==> config.mk <==
export PLATFORM = sky130hd
export DESIGN_NAME = ttf_div
export DESIGN_NICKNAME = d
export VERILOG_FILES = /design/src/hdl/ttf_pkg.sv /design/src/hdl/ttf_div.sv
export SDC_FILE = /design/constraint.sdc
export NUM_CORES = 1
export LEC_CHECK = 0
export ABC_AREA = 1
export BUFFER_PORTS_ARGS = -buffer_cell sky130_fd_sc_hd__clkbuf_2
export CAP_MARGIN = 20
export CELL_PAD_IN_SITES_DETAIL_PLACEMENT = 0
export CELL_PAD_IN_SITES_GLOBAL_PLACEMENT = 1
export CORE_MARGIN = 3
export CORE_UTILIZATION = 30
export DETAILED_ROUTE_END_ITERATION = 7
export PLACE_DENSITY_LB_ADDON = 0.3
export SYNTH_ARGS = -nofsm -noshare
export SYNTH_HDL_FRONTEND = slang
export SYNTH_SLANG_ARGS = --single-unit
export TNS_END_PERCENT = 50
==> constraint.sdc <==
create_clock -name aclk -period 4.85 [get_ports aclk]
set_clock_uncertainty 0.15 [all_clocks]
set_input_delay 0 -clock aclk [delete_from_list [all_inputs] [get_ports aclk]]
set_output_delay 0 -clock aclk [all_outputs]
set_load 0.02 [all_outputs]
==> src/hdl/ttf_pkg.sv <==
// package for the triangle tangent frame core
// holds widths, state codes and the shared-unit opcodes; no dependencies
package ttf_pkg;

    localparam int COORD_W = 32;
    localparam int DIFF_W = 33;
    localparam int PROD_W = 67;
    localparam int OUT_W = 16;
    localparam int MAG_W = 30;
    localparam int DEF_COORD_FRAC_BITS = 16;
    localparam int DEF_OUT_FRAC_BITS = 14;
    localparam int S_TDATA_W = 160;
    localparam int M_TDATA_W = 96;

    typedef enum logic [4:0] {
        ST_IDLE,
        ST_DIFF,
        ST_DET,
        ST_CROSS,
        ST_VEC_LOAD,
        ST_SHIFT,
        ST_SQSUM,
        ST_SQRT,
        ST_DIV,
        ST_DIV_STORE,
        ST_EMIT
    } state_t;

    typedef enum logic [1:0] {
        OP_SUB,
        OP_MULSUB
    } alu_op_t;

    typedef struct packed {
        alu_op_t op;
        logic    start;
    } alu_ctrl_t;

endpackage

==> src/hdl/ttf_div.sv <==
// radix-2 restoring divider, one quotient bit per cycle
// depends on ttf_pkg for the magnitude width
module ttf_div #(
    parameter int OUT_FRAC_BITS = ttf_pkg::DEF_OUT_FRAC_BITS
) (
    input  logic                              aclk,
    input  logic                              aresetn,
    input  logic                              start,
    input  logic [ttf_pkg::MAG_W+OUT_FRAC_BITS:0] num,
    input  logic [ttf_pkg::MAG_W:0]           den,
    output logic                              done,
    output logic [ttf_pkg::MAG_W+OUT_FRAC_BITS:0] quo
);
    localparam int NW = ttf_pkg::MAG_W + OUT_FRAC_BITS + 1;
    localparam int CW = $clog2(NW + 1);

    logic [NW-1:0] q_reg, q_next;
    logic [ttf_pkg::MAG_W:0] r_reg, r_next;
    logic [CW-1:0] cnt_reg, cnt_next;
    logic busy_reg, busy_next;
    logic [ttf_pkg::MAG_W+1:0] trial;

    always_ff @(posedge aclk) begin
        if (!aresetn) begin
            busy_reg <= 1'b0;
            cnt_reg <= '0;
        end else begin
            busy_reg <= busy_next;
            cnt_reg <= cnt_next;
        end
        q_reg <= q_next;
        r_reg <= r_next;
    end

    always_comb begin
        q_next = q_reg;
        r_next = r_reg;
        cnt_next = cnt_reg;
        busy_next = busy_reg;
        trial = {r_reg, q_reg[NW-1]};
        if (start) begin
            q_next = num;
            r_next = '0;
            cnt_next = CW'(NW);
            busy_next = 1'b1;
        end else if (busy_reg) begin
            if (trial >= {1'b0, den}) begin
                r_next = trial[ttf_pkg::MAG_W:0] - den;
                q_next = {q_reg[NW-2:0], 1'b1};
            end else begin
                r_next = trial[ttf_pkg::MAG_W:0];
                q_next = {q_reg[NW-2:0], 1'b0};
            end
            cnt_next = cnt_reg - 1'b1;
            if (cnt_reg == CW'(1)) begin
                busy_next = 1'b0;
            end
        end
    end

    assign done = busy_reg && (cnt_reg == CW'(1));
    assign quo = q_next;

endmodule

Word-level counts from Yosys, hierarchy flattened
Cells that the tools add are included.
{ "classes": {"add_sub_neg": 2, "mul": 0, "div": 0, "n_lt_le_gt_ge": 1, "n_eq_ne": 1, "n_shift": 0, "muxes": 9, "n_bitwise": 1, "n_reduce_logical": 3} }
{ "ops": {"columns": ["operator", "count"], "rows": [
  ["2-to-1 mux 45 bit", 2],
  ["greater-or-equal comparator 32 x 31 -> 1 bit", 1],
  ["2-to-1 mux 31 bit", 1],
  ["subtractor 31 bit", 1],
  ["2-to-1 mux 6 bit", 2],
  ["equality test 6 x 1 -> 1 bit (second input constant)", 1],
  ["subtractor 6 x 1 -> 6 bit (second input constant)", 1],
  ["2-to-1 mux 1 bit", 4],
  ["nonzero test 2 bit", 1],
  ["OR reduction 2 bit", 1],
  ["logical AND 1 bit", 1],
  ["inverter 1 bit", 1]
]} }
{ "totals": {"regBits": 83, "latch_bits": 0, "ram_bits": 0, "romBits": 0, "output_inout_bits": 46, "memories": 0} }

Depth between registers and ports, before layout
Gate-level depths: netlist of the first run.
{ "depth": {"word_depth": 4, "mapped_depth": 17, "ltp_nobuf": 16} }

Worst setup path after synthesis of the first run
Ideal clock, no wire load.
{ "synth_path": {"path_kind": "reg-to-reg", "from": "register q_reg[44]", "to": "register q_reg[0]", "setup_time_ps": 230, "arrival_ps": 2081, "required_ps": 4470, "path_slack_ps": 2389, "path_stages_with_launch": 15, "period_less_slack_ps": 2461, "cell_sequence": "dfxtp_1 inv_1 ha_1 inv_1 fa_1 nand2_1 nand2_1 nand3_1 nand2_2 nand2_2 nand3_2 nand2_4 nand2_8 nor2_2 o21ai_0"} }
{ "synth_between": {"elab_chain_cells": 4} }
{ "synth_lines": {"columns": ["item", "line_no", "source"], "rows": [
  ["from (decl)", "ttf_div.sv:17", "logic [NW-1:0] q_reg, q_next;"],
  ["from (signal assigned)", "ttf_div.sv:31", "q_reg <= q_next;"],
  ["greater-or-equal comparator 32 x 31 -> 1 bit", "ttf_div.sv:47", "if (trial >= {1'b0, den}) begin"],
  ["2-to-1 mux 1 bit", "ttf_div.sv:47", null],
  ["2-to-1 mux 45 bit", "ttf_div.sv:46", "end else if (busy_reg) begin"],
  ["2-to-1 mux 45 bit", "ttf_div.sv:41", "if (start) begin"],
  ["net quo, one bit", "ttf_div.sv:12", "output logic [ttf_pkg::MAG_W+OUT_FRAC_BITS:0] quo"]
]} }
The timed path passes the listed nets, and every way through them passes these cells.
A chain may end at the register's enable or synchronous reset.

Worst setup path after layout of the first run
{ "layout_path": {"from": "register q_reg[44]", "to": "output quo[0] (netlist bit)"} }
{ "layout_between": {"elab_chain_cells": 4} }
{ "layout_lines": {"columns": ["item", "line_no"], "rows": [
  ["greater-or-equal comparator 32 x 31 -> 1 bit", "ttf_div.sv:47"],
  ["2-to-1 mux 1 bit", "ttf_div.sv:47"],
  ["2-to-1 mux 45 bit", "ttf_div.sv:46"],
  ["2-to-1 mux 45 bit", "ttf_div.sv:41"],
  ["to (decl)", "ttf_div.sv:12"]
]} }
Every way passes these cells.

==> results by group, run 1 <==
Outcome
  • Status: complete, no violations

Clocking
  • Clock Root Buffer: clkbuf_16
  • Clock slew at reported path FFs: 0.07 ns
  • CTS tree: yes
  • Hold_buf cts: 46
  • Post-CTS Setup Bufs: 0
  • Post-CTS sizing: 0
  • Clock buffer depth: 2
  • CTS Buf Count: 9
  • Later-pin clock latency in the skew report: 0.35 ns
  • H-tree depth: 3
  • Sink Count: 83

Final layout
  • Final #Nets: 1,309
  • Share of layout cells above drive strength 1: 0.139
  • Synth-to-layout area growth: 25.9%
  • ANT cells: 0
  • Max reg flops: 45
  • Filler cell count: 2,226

Yosys
  • Largest family of logic cells by synthesized area: simple AND/OR/NAND/NOR gates
  • Adder-cell share of the synthesized area: 0.0703
  • Post-Synthesis Cells: 1,047
  • Post-synth cell types: 36
  • Share of the synthesized area in the top cell type: 0.270
  • Ys Warns: 0
  • Post-synthesis cell area: 6160 um^2
  • Most area-consuming cells after synthesis: dfxtp_1 27%, nand2_1 22%, a21oi_1 11%
  • Post-synthesis simple-gate area fraction: 0.378
  • Sequential share of the synthesized area: 0.270
  • Post-synthesis mux area share: 0
  • Syn nets: 1,160
  • Area leader, netlist: dfxtp_1
  • Number of synthesized register bits: 83
  • Mapped Avg Cell Area: 5.89 um^2
  • Post-synthesis compound-gate area fraction: 0.130
  • Post-synthesis xor/xnor area fraction: 0.0227

Worst hold path
  • Hold Path Depth: 5
  • Worst hold path type: primary input to register
  • HP Start: den[0]
  • Hold EP: r_reg[0]

Routing
  • ANT nets after route: 0
  • DRC Markers: 0
  • Drt first pass iters: 4
  • WL per Instance: 13.3 um
  • Vias: 6,609
  • Routed WL: 19.4 mm
  • DR iter-0 viols: 332
  • Routed vias/inst: 4.51

STA
  • Max Freq: 315 MHz
  • Final worst setup slack: 1.68 ns
  • RSZ-0062 raised after global routing: no
  • Final slew viol count: 0
  • Final hold vios: 0
  • Pin slew with the least headroom to its limit: 0.931 ns
  • Final min period: 3.17 ns
  • Final period util: 0.654
  • Final Setup Violations: 0
  • TNS Setup: 0 ns
  • Relative slew margins: 0.379

Critical path
  • Crit-path max FO: 25
  • Startpoint Class: register
  • RR Endpoint: q_reg[0]
  • Slowest CP cell: nor2_2
  • Reg-to-Reg Start: q_reg[44]
  • Flop2flop setup slack: 2.08 ns
  • CP endpoint kind: primary output
  • Max stage delay on crit path: 0.45 ns
  • Crit path DAT: 3.02 ns
  • Setup Crit Path Kind: register to primary output
  • Cell Chain, Critical Path: inv_1 > ha_1 > inv_1 > fa_1 > nand2_1 > nand2_1 > nand3_1 > nand2_2 > nand2_2 > nand3_2 > nand2_4 > nand2_8 > nor2_2 > o21ai_0 > clkbuf_2
  • Req. time, crit path: 4.70 ns
  • Reg2Reg Depth: 14

Place
  • PortBufs: 124
  • GP Congestion: 0.835
  • DP HPWL: 14.6 mm
  • Dpl ws: 2.01 ns

Power and ir drop
  • Reg power frac: 0.376
  • Power Internal: 1360 uW
  • LEAKAGE: 0.00429 uW
  • Worst ir drop on vdd: 173 uV
  • Sw Share: 0.337
  • Clock power share: 0.361
  • Logic gate share of total power: 0.263
  • P_sw: 691 uW
  • Pwr dens: 264 nW/um^2

Die
  • Die outline area: 22,300 um^2
  • DIE HEIGHT: 149 um
  • Starting Density: 0.311
  • Core Area: 19,800 um^2
  • Rows: 51
  • I/O pins: 125
  • Die width: 149 um

GRT
  • Vias in the first global route: 6,698
  • First-pass GRT wire length: 32.9 mm
  • Tot GR Track Use: 0.181
  • GR Overflow Total: 0
  • Largest net degree at the start of global routing: 81
  • Initial antenna violation count: 0

Flow run
  • MaxCap Viol Count: 0
## worst max-delay path, delay by kind of cell (launching register included)
kind                     cells  cell delay, ns
adder cells (fa/ha/maj)      2            0.54
buffers and inverters        3            0.32
flip-flops                   1            0.32
AO/OA/AOI/OAI                1            0.17
AND/OR/NAND/NOR              9            1.32
## worst max path at each step
stage	startpoint	cells past startpoint	endpoint	slack, ns
global placement	q_reg[44]	15	quo[0]	2.05
CTS	q_reg[44]	15	quo[0]	1.63
floorplan	q_reg[44]	14	q_reg[0]	2.39
global route	q_reg[44]	15	quo[0]	1.35
finish	q_reg[44]	15	quo[0]	1.68
detailed placement	q_reg[44]	15	quo[0]	2.01
## cells by family (layout without fill, tap and decap cells)
kind of cell / Yosys count / count (layout)
AND/OR/NAND/NOR: 551 / 551
buffers and inverters: 205 / 359
AO/OA/AOI/OAI: 158 / 158
flip-flops: 83 / 83
adder cells (fa/ha/maj): 34 / 34
XOR/XNOR: 16 / 16
## stage by stage
step	hold slack [ns]	std cells	utilization	total power (uW)	cell area, um^2
floorplan	-0.0409	1047	-	1140	6160
global placement	0.0961	1404	0.352	1300	6980
detailed placement	0.0899	1404	0.352	1300	6980
CTS	0.0423	1466	0.391	2080	7760
global route	0.122	1466	0.391	2190	7760
finish	0.0572	1466	0.391	2050	7760
## cell usage after synthesis
library cell	n
nor4_1	2
o31ai_1	1
nand4_1	16
fa_1	1
nor2_8	1
or2_1	2
nor3_1	7
nand3b_1	3
nor2_4	2
xor2_1	15
a21oi_2	1
buf_1	3
nand2_1	353
nand3_2	1
nand2_2	5
xnor2_1	1
nand3_1	47
ha_1	33
buf_2	3
o21ai_0	8
and2_1	9
buf_6	3
o21bai_1	1
inv_1	167
nand2_8	1
a31oi_1	1
a21oi_1	135
nor3_2	2
clkinv_1	2
nor2_2	6
nor2_1	92
nand2_4	2
dfxtp_1	83
clkbuf_1	27
a211oi_1	1
o21ai_1	10
## cells in the final DEF (no fill, tap or decap), types with 2 or more instances in the layout
cell / instances
nand2_1: 353
inv_1: 166
a21oi_1: 135
clkbuf_2: 124
nor2_1: 92
dfxtp_1: 82
nand3_1: 47
dlygate4sd3_1: 46
ha_1: 33
nand4_1: 16
xor2_1: 15
o21ai_1: 10
and2_1: 9
clkbuf_16: 9
o21ai_0: 8
nor3_1: 7
nor2_2: 6
nand2_2: 5
buf_4: 4
nand3b_1: 3
nor4_1: 2
nor3_2: 2
clkinv_1: 2
nor2_4: 2
or2_1: 2
nand2_4: 2
inv_6: 2
inv_8: 2
## area by class of cell
class                   count  area (um^2)  share of cell area
multi-input cells         759         3700               0.477
flip-flops and latches     83         1660               0.214
repair buffers            174         1110               0.143
inverters                 169          634              0.0817
well taps                 265          332              0.0427
clock buffers              10          239              0.0308
clock inverters             6         77.6              0.0100
## power by group through the flow
stage	Clock (uW)	Combinational [uW]	Sequential, uW
5_1_grt	795	615	779
4_1_cts	763	547	770
6_report	740	540	771
3_3_place_gp	0	516	785
3_5_place_dp	0	514	786
2_1_floorplan	0	357	779
## routing by layer
layer  share of wire  track usage  wire length [um]
met2            0.46        0.302              9020
met4           0.016       0.0439               307
met5               0            0                 0
met3           0.047       0.0413               913
met1            0.47        0.239              9210
(Power assumes the default switching activity.)
==> run 2: changes to the inputs <==
--- a/config.mk
+++ b/config.mk
@@ -5,7 +5,7 @@
 export SDC_FILE = /design/constraint.sdc
 export NUM_CORES = 1
 export LEC_CHECK = 0
-export ABC_AREA = 1
+export ABC_AREA = 0
 export BUFFER_PORTS_ARGS = -buffer_cell sky130_fd_sc_hd__clkbuf_2
 export CAP_MARGIN = 20
 export CELL_PAD_IN_SITES_DETAIL_PLACEMENT = 0
==> constraint.sdc (replaced) <==
create_clock -name aclk -period 2.9 [get_ports aclk]
set_clock_uncertainty 0.15 [all_clocks]
set_input_delay 0 -clock aclk [delete_from_list [all_inputs] [get_ports aclk]]
set_output_delay 0 -clock aclk [all_outputs]
set_load 0.02 [all_outputs]
==> results by group, run 2 <==
Critical path
  • Max stage delay on crit path: 0.46 ns
  • Crit path DAT: 3.28 ns
  • Startpoint Class: register
  • Cell Chain, Critical Path: inv_2 > ha_4 > inv_2 > fa_2 > a21o_1 > a221oi_2 > a211o_1 > a31oi_4 > buf_6 > or4_4 > buf_12 > buf_12 > and3_4 > a31oi_1 > a21oi_1
  • Reg2Reg Depth: 15
  • CP endpoint kind: register
  • Req. time, crit path: 2.98 ns
  • Setup Crit Path Kind: register to register
  • Crit-path max FO: 4
  • Crit path buf inv count: 5
  • Stages on the worst setup path: 15
  • Crit path max-delay family: compound AO/OA/AOI/OAI gates
  • Slowest CP cell: or4_4

Final layout
  • Filler cell count: 1,675
  • Commonest non-fill, non-tap cells in the layout: 122 x clkbuf_2, 112 x buf_4, 81 x nand2_1
  • Share of layout cells above drive strength 1: 0.321
  • Max reg flops: 45
  • Synth-to-layout area growth: 56.4%
  • Final instance area: 8600 um^2
  • Commonest non-fill, non-tap cell in the layout: clkbuf_2
  • ANT cells: 0
  • Non-Filler Instances: 1,216
  • Final #Nets: 1,099

Place
  • GP Congestion: 0.841
  • DP HPWL: 12.5 mm
  • DP Cell Count: 1,119
  • Placed instance area: 7180 um^2
  • PortBufs: 124
  • Dpl ws: -0.228 ns

Yosys
  • Syn nets: 810
  • Share of the synthesized area in the top cell type: 0.302
  • Post-synth EDFFs: 0
  • Ys Warns: 0
  • Synth cell count leaders: 83 x dfxtp_1, 83 x nand2_1, 60 x nor2_1
  • Post-synth cell types: 61
  • Post-synthesis cell area: 5500 um^2
  • Post-synth ARST share: 0
  • Sequential share of the synthesized area: 0.302
  • Most area-consuming cells after synthesis: dfxtp_1 30%, mux2i_1 9.8%, ha_1 7.5%
  • Mapped Avg Cell Area: 7.89 um^2
  • Number of synthesized register bits: 83
  • Area leader, netlist: dfxtp_1
  • Post-Synthesis Cells: 697
  • Most common flop cell mapped by yosys: dfxtp_1

Routing
  • WL per Instance: 14.7 um
  • Routed WL: 17.8 mm
  • Drt first pass iters: 4
  • DR iter-0 viols: 217
  • ANT nets after route: 0
  • Routed vias/inst: 4.83
  • DRC Markers: 0
  • Vias: 5,875

Power and ir drop
  • Pwr dens: 458 nW/um^2
  • Worst ir drop on vdd: 337 uV
  • LEAKAGE: 0.00400 uW

GRT
  • Initial antenna violation count: 0
  • Largest net degree at the start of global routing: 102
  • Tot GR Track Use: 0.179
  • First-pass GRT wire length: 29.5 mm
  • Vias in the first global route: 5,994
  • GR Overflow Total: 0

Outcome
  • Violations in the final reports: negative setup slack
  • Status: complete, but fails checks

STA
  • Final hold vios: 0
  • Final period util: 1.10
  • Final min period: 3.20 ns
  • Final worst setup slack: -0.300 ns
  • RSZ-0062 raised after global routing: yes
  • Pin slew with the least headroom to its limit: 0.441 ns
  • Final Setup Violations: 31
  • Final slew viol count: 0
  • Relative slew margins: 0.706
  • Max Freq: 312 MHz
  • TNS Setup: -4.44 ns

Worst hold path
  • Hold Path Depth: 5
  • Worst hold path type: primary input to register

Clocking
  • CTS Buf Count: 9
  • Later-pin clock latency in the skew report: 0.36 ns
  • Clock buffer depth: 2
  • CTS tree: yes
  • Clock slew at reported path FFs: 0.08 ns
  • H-tree depth: 3
  • Sink Count: 83
  • Clock Root Buffer: clkbuf_16

Die
  • DIE HEIGHT: 141 um
  • Core Area: 17,600 um^2
  • I/O pins: 125
  • Die width: 141 um
  • Starting Density: 0.312
  • Rows: 48
  • Die outline area: 20,000 um^2

Flow run
  • MaxCap Viol Count: 0
-- run 2: changes by cell type in the layout (fill, tap and decap cells not counted), sizes merged, moves of 11 or more --
cell,previous run,this run
a211oi,1,19
a21o,0,20
a21oi,136,47
and3,0,11
buf,4,132
dlygate4sd3,46,69
inv,171,48
mux2i,0,54
nand2,361,83
nand3,48,11
nor2,101,60
o21a,0,11
o21ai,18,57
-- run 2: cells by family after synthesis --
kind of cell	Yosys count	share of synthesized area
buffers and inverters	87	0.0639
adder cells (fa/ha/maj)	34	0.0787
AO/OA/AOI/OAI	203	0.239
XOR/XNOR	19	0.0303
flip-flops	83	0.302
AND/OR/NAND/NOR	213	0.179
multiplexers	58	0.106
-- run 2: timing repair --
action / CTS / global route
pin swaps: 22 / 16
resized for setup: 52 / 10
hold buffers: 69 / 0
endpoints found under the hold margin: 52 / 0
buffers inserted: 9 / 2
gates cloned: 1 / 0
endpoints found under the setup margin: 31 / 33
-- run 2: cell type report --
class	instances	area (um^2)	share of cell area
Clock inverter	7	87.6	0.0102
Multi-Input combinational cell	527	3730	0.434
Clock buffer	9	225	0.0262
Inverter	42	158	0.0183
Tap cell	225	282	0.0327
Timing Repair Buffer	323	2440	0.284
Sequential cell	83	1670	0.194
-- run 2: final timing paths --
kind / from / end / slack, ns
worst max-delay path: q_reg[44] / r_reg[26] / -0.30
worst min-delay path: den[0] / r_reg[0] / 0.01
worst max register to register: q_reg[44] / r_reg[26] / -0.30
worst min register to register: r_reg[21] / r_reg[21] / 0.35
-- run 2: tightest hold or removal path, delay by kind of cell --
family | cells | cell delay [ns]
AOI/OAI and AO/OA | 2 | 0.17
adders and majority gates | 1 | 0.14
buffers and inverters | 1 | 0.12
and+or+nand+nor | 1 | 0.04
-- run 2: stage by stage --
step	hold WS (ns)	power, uW	util
2_1_floorplan	-0.0325	2040	-
3_3_place_gp	0.0850	2530	0.408
3_5_place_dp	0.0871	2520	0.408
4_1_cts	0.00863	3950	0.485
5_1_grt	0.0276	4170	0.489
6_report	0.0122	3940	0.489
-- run 2: routing by layer --
layer,vias up,wire [um],GRT usage
met2,146,8540,0.307
met3,23,1120,0.0495
met1,2639,7840,0.222
met4,0,328,0.0495
li1,3067,-,-
met5,-,0,0
-- run 2: where the power goes --
part | switching, uW | leakage (uW) | internal, uW
sequential | 81.5 | 0.000694 | 1250
clock | 582 | 0.000157 | 694
combinational | 675 | 0.00314 | 657
total | 1340 | 0.00400 | 2600
==> run 3: changes to the inputs <==
--- a/config.mk
+++ b/config.mk
@@ -17,4 +17,4 @@
 export SYNTH_ARGS = -nofsm -noshare
 export SYNTH_HDL_FRONTEND = slang
 export SYNTH_SLANG_ARGS = --single-unit
-export TNS_END_PERCENT = 50
+export TNS_END_PERCENT = 1
==> results by group, run 3 (synthesis results as in run 2) <==
Outcome
  • Status: complete, but fails checks
  • Violations in the final reports: negative setup slack

Power and ir drop
  • Sw Share: 0.347
  • Power Internal: 2450 uW
  • Pwr dens: 469 nW/um^2
  • LEAKAGE: 0.00379 uW
  • Worst ir drop on vdd: 266 uV
  • Logic gate share of total power: 0.330
  • P_sw: 1300 uW
  • Clock power share: 0.317
  • Reg power frac: 0.353

Critical path
  • Reg2Reg Depth: 13
  • Crit-path max FO: 6
  • CP Capture Point: r_reg[29]
  • Worst Setup SP: q_reg[44]
  • Crit path DAT: 3.15 ns
  • Setup Crit Path Kind: register to register
  • Req. time, crit path: 2.94 ns
  • Flop2flop setup slack: -0.21 ns
  • RR Endpoint: r_reg[29]
  • Startpoint Class: register
  • CP endpoint kind: register
  • Reg-to-Reg Start: q_reg[44]

STA
  • Final period util: 1.07
  • Max Freq: 321 MHz
  • Final Setup Violations: 29
  • Final worst setup slack: -0.213 ns
  • Final hold vios: 0
  • Relative slew margins: 0.369
  • Final min period: 3.11 ns
  • RSZ-0062 raised after global routing: yes
  • Final slew viol count: 0
  • Pin slew with the least headroom to its limit: 0.947 ns
  • Hold slack: 0.0375 ns
  • TNS Setup: -2.64 ns

GRT
  • Initial antenna violation count: 0
  • Largest net degree at the start of global routing: 111
  • Tot GR Track Use: 0.171
  • First-pass GRT wire length: 27.9 mm
  • Vias in the first global route: 5,651
  • GR Overflow Total: 0

Place
  • PortBufs: 124
  • DP HPWL: 12.8 mm
  • GP Congestion: 0.862

Die
  • Core Area: 17,600 um^2
  • Die width: 141 um
  • I/O pins: 125
  • Die outline area: 20,000 um^2
  • Starting Density: 0.312
  • Rows: 48
  • DIE HEIGHT: 141 um

Clocking
  • Clock slew at reported path FFs: 0.07 ns
  • CTS tree: yes
  • Later-pin clock latency in the skew report: 0.35 ns
  • CTS Buf Count: 9
  • Clock Root Buffer: clkbuf_16
  • Clock buffer depth: 2
  • Sink Count: 83
  • H-tree depth: 3

Final layout
  • ANT cells: 0
  • Commonest non-fill, non-tap cells in the layout: 122 x clkbuf_2, 108 x buf_4, 83 x nand2_1
  • Final #Nets: 1,060
  • Commonest non-fill, non-tap cell in the layout: clkbuf_2
  • Share of layout cells above drive strength 1: 0.294
  • Synth-to-layout area growth: 45.7%
  • Max reg flops: 45

Flow run
  • MaxCap Viol Count: 0

Routing
  • Routed vias/inst: 4.80
  • WL per Instance: 14.5 um
  • Drt first pass iters: 4
  • ANT nets after route: 0
  • Vias: 5,646
  • DR iter-0 viols: 236
  • DRC Markers: 0
  • Routed WL: 17.1 mm

Worst hold path
  • Worst hold path type: primary input to register
[run 3: stage by stage]
| stage | cell area [um^2] | worst slack, ns | power [uW] | std cells | util |
|---|---|---|---|---|---|
| 2_1_floorplan | 5500 | -0.0753 | 2030 | 697 | - |
| 4_1_cts | 7950 | -0.253 | 3790 | 1177 | 0.452 |
| 3_5_place_dp | 7070 | -0.363 | 2510 | 1112 | 0.402 |
| 5_1_grt | 8010 | -0.344 | 3990 | 1177 | 0.455 |
| 3_3_place_gp | 7070 | -0.271 | 2510 | 1112 | 0.402 |
| 6_report | 8010 | -0.213 | 3760 | 1177 | 0.455 |
[run 3: critical path: stages, from the launching register on]
cell      delay, ns
dfxtp_1        0.31
inv_1          0.05
ha_1           0.15
inv_1          0.06
fa_2           0.34
a21o_1         0.20
a221oi_4       0.27
a211o_1        0.22
a31oi_4        0.10
or4_4          0.46
buf_6          0.16
mux2_1         0.30
mux2i_1        0.14
a211oi_1       0.06
[run 3: per-layer routing]
layer,up-vias,global-route usage,wire length [um]
li1,3009,-,-
met5,-,0,0
met1,2495,0.230,8270
met4,0,0.0505,238
met3,17,0.0381,930
met2,125,0.276,7640
[run 3: cell type report]
class,instances,area (um^2)
clock buffer,9,225
inverter,42,158
fill,1782,9580
multi-input combinational,527,3630
clock inverter,7,76.3
timing repair buffer,284,1980
sequential,83,1670
tap,225,282
[run 3: what timing repair did]
action	CTS	global route
setup endpoints to repair	33	32
setup buffers	3	0
pin swaps	15	10
hold buffers	46	0
gates resized for setup	19	14
gates cloned	0	0
endpoints found under the hold margin	52	0
[run 3: how the worst min path moves through the flow]
stage | slack, ns | cells past startpoint | start | end
finish | 0.04 | 5 | den[0] | r_reg[0]
global placement | 0.09 | 3 | num[43] | q_reg[43]
floorplan | -0.03 | 1 | aresetn | cnt_reg[2]
CTS | 0.04 | 5 | den[0] | r_reg[0]
detailed placement | 0.09 | 3 | num[24] | q_reg[24]
global route | 0.06 | 5 | den[0] | r_reg[0]
[run 3: power by group through the flow]
| stage | logic, uW | registers (uW) | clock network, uW |
|---|---|---|---|
| floorplan | 705 | 1330 | 0 |
| global placement | 1160 | 1350 | 0 |
| detailed placement | 1150 | 1350 | 0 |
| CTS | 1230 | 1330 | 1230 |
| global route | 1370 | 1340 | 1270 |
| finish | 1240 | 1330 | 1190 |
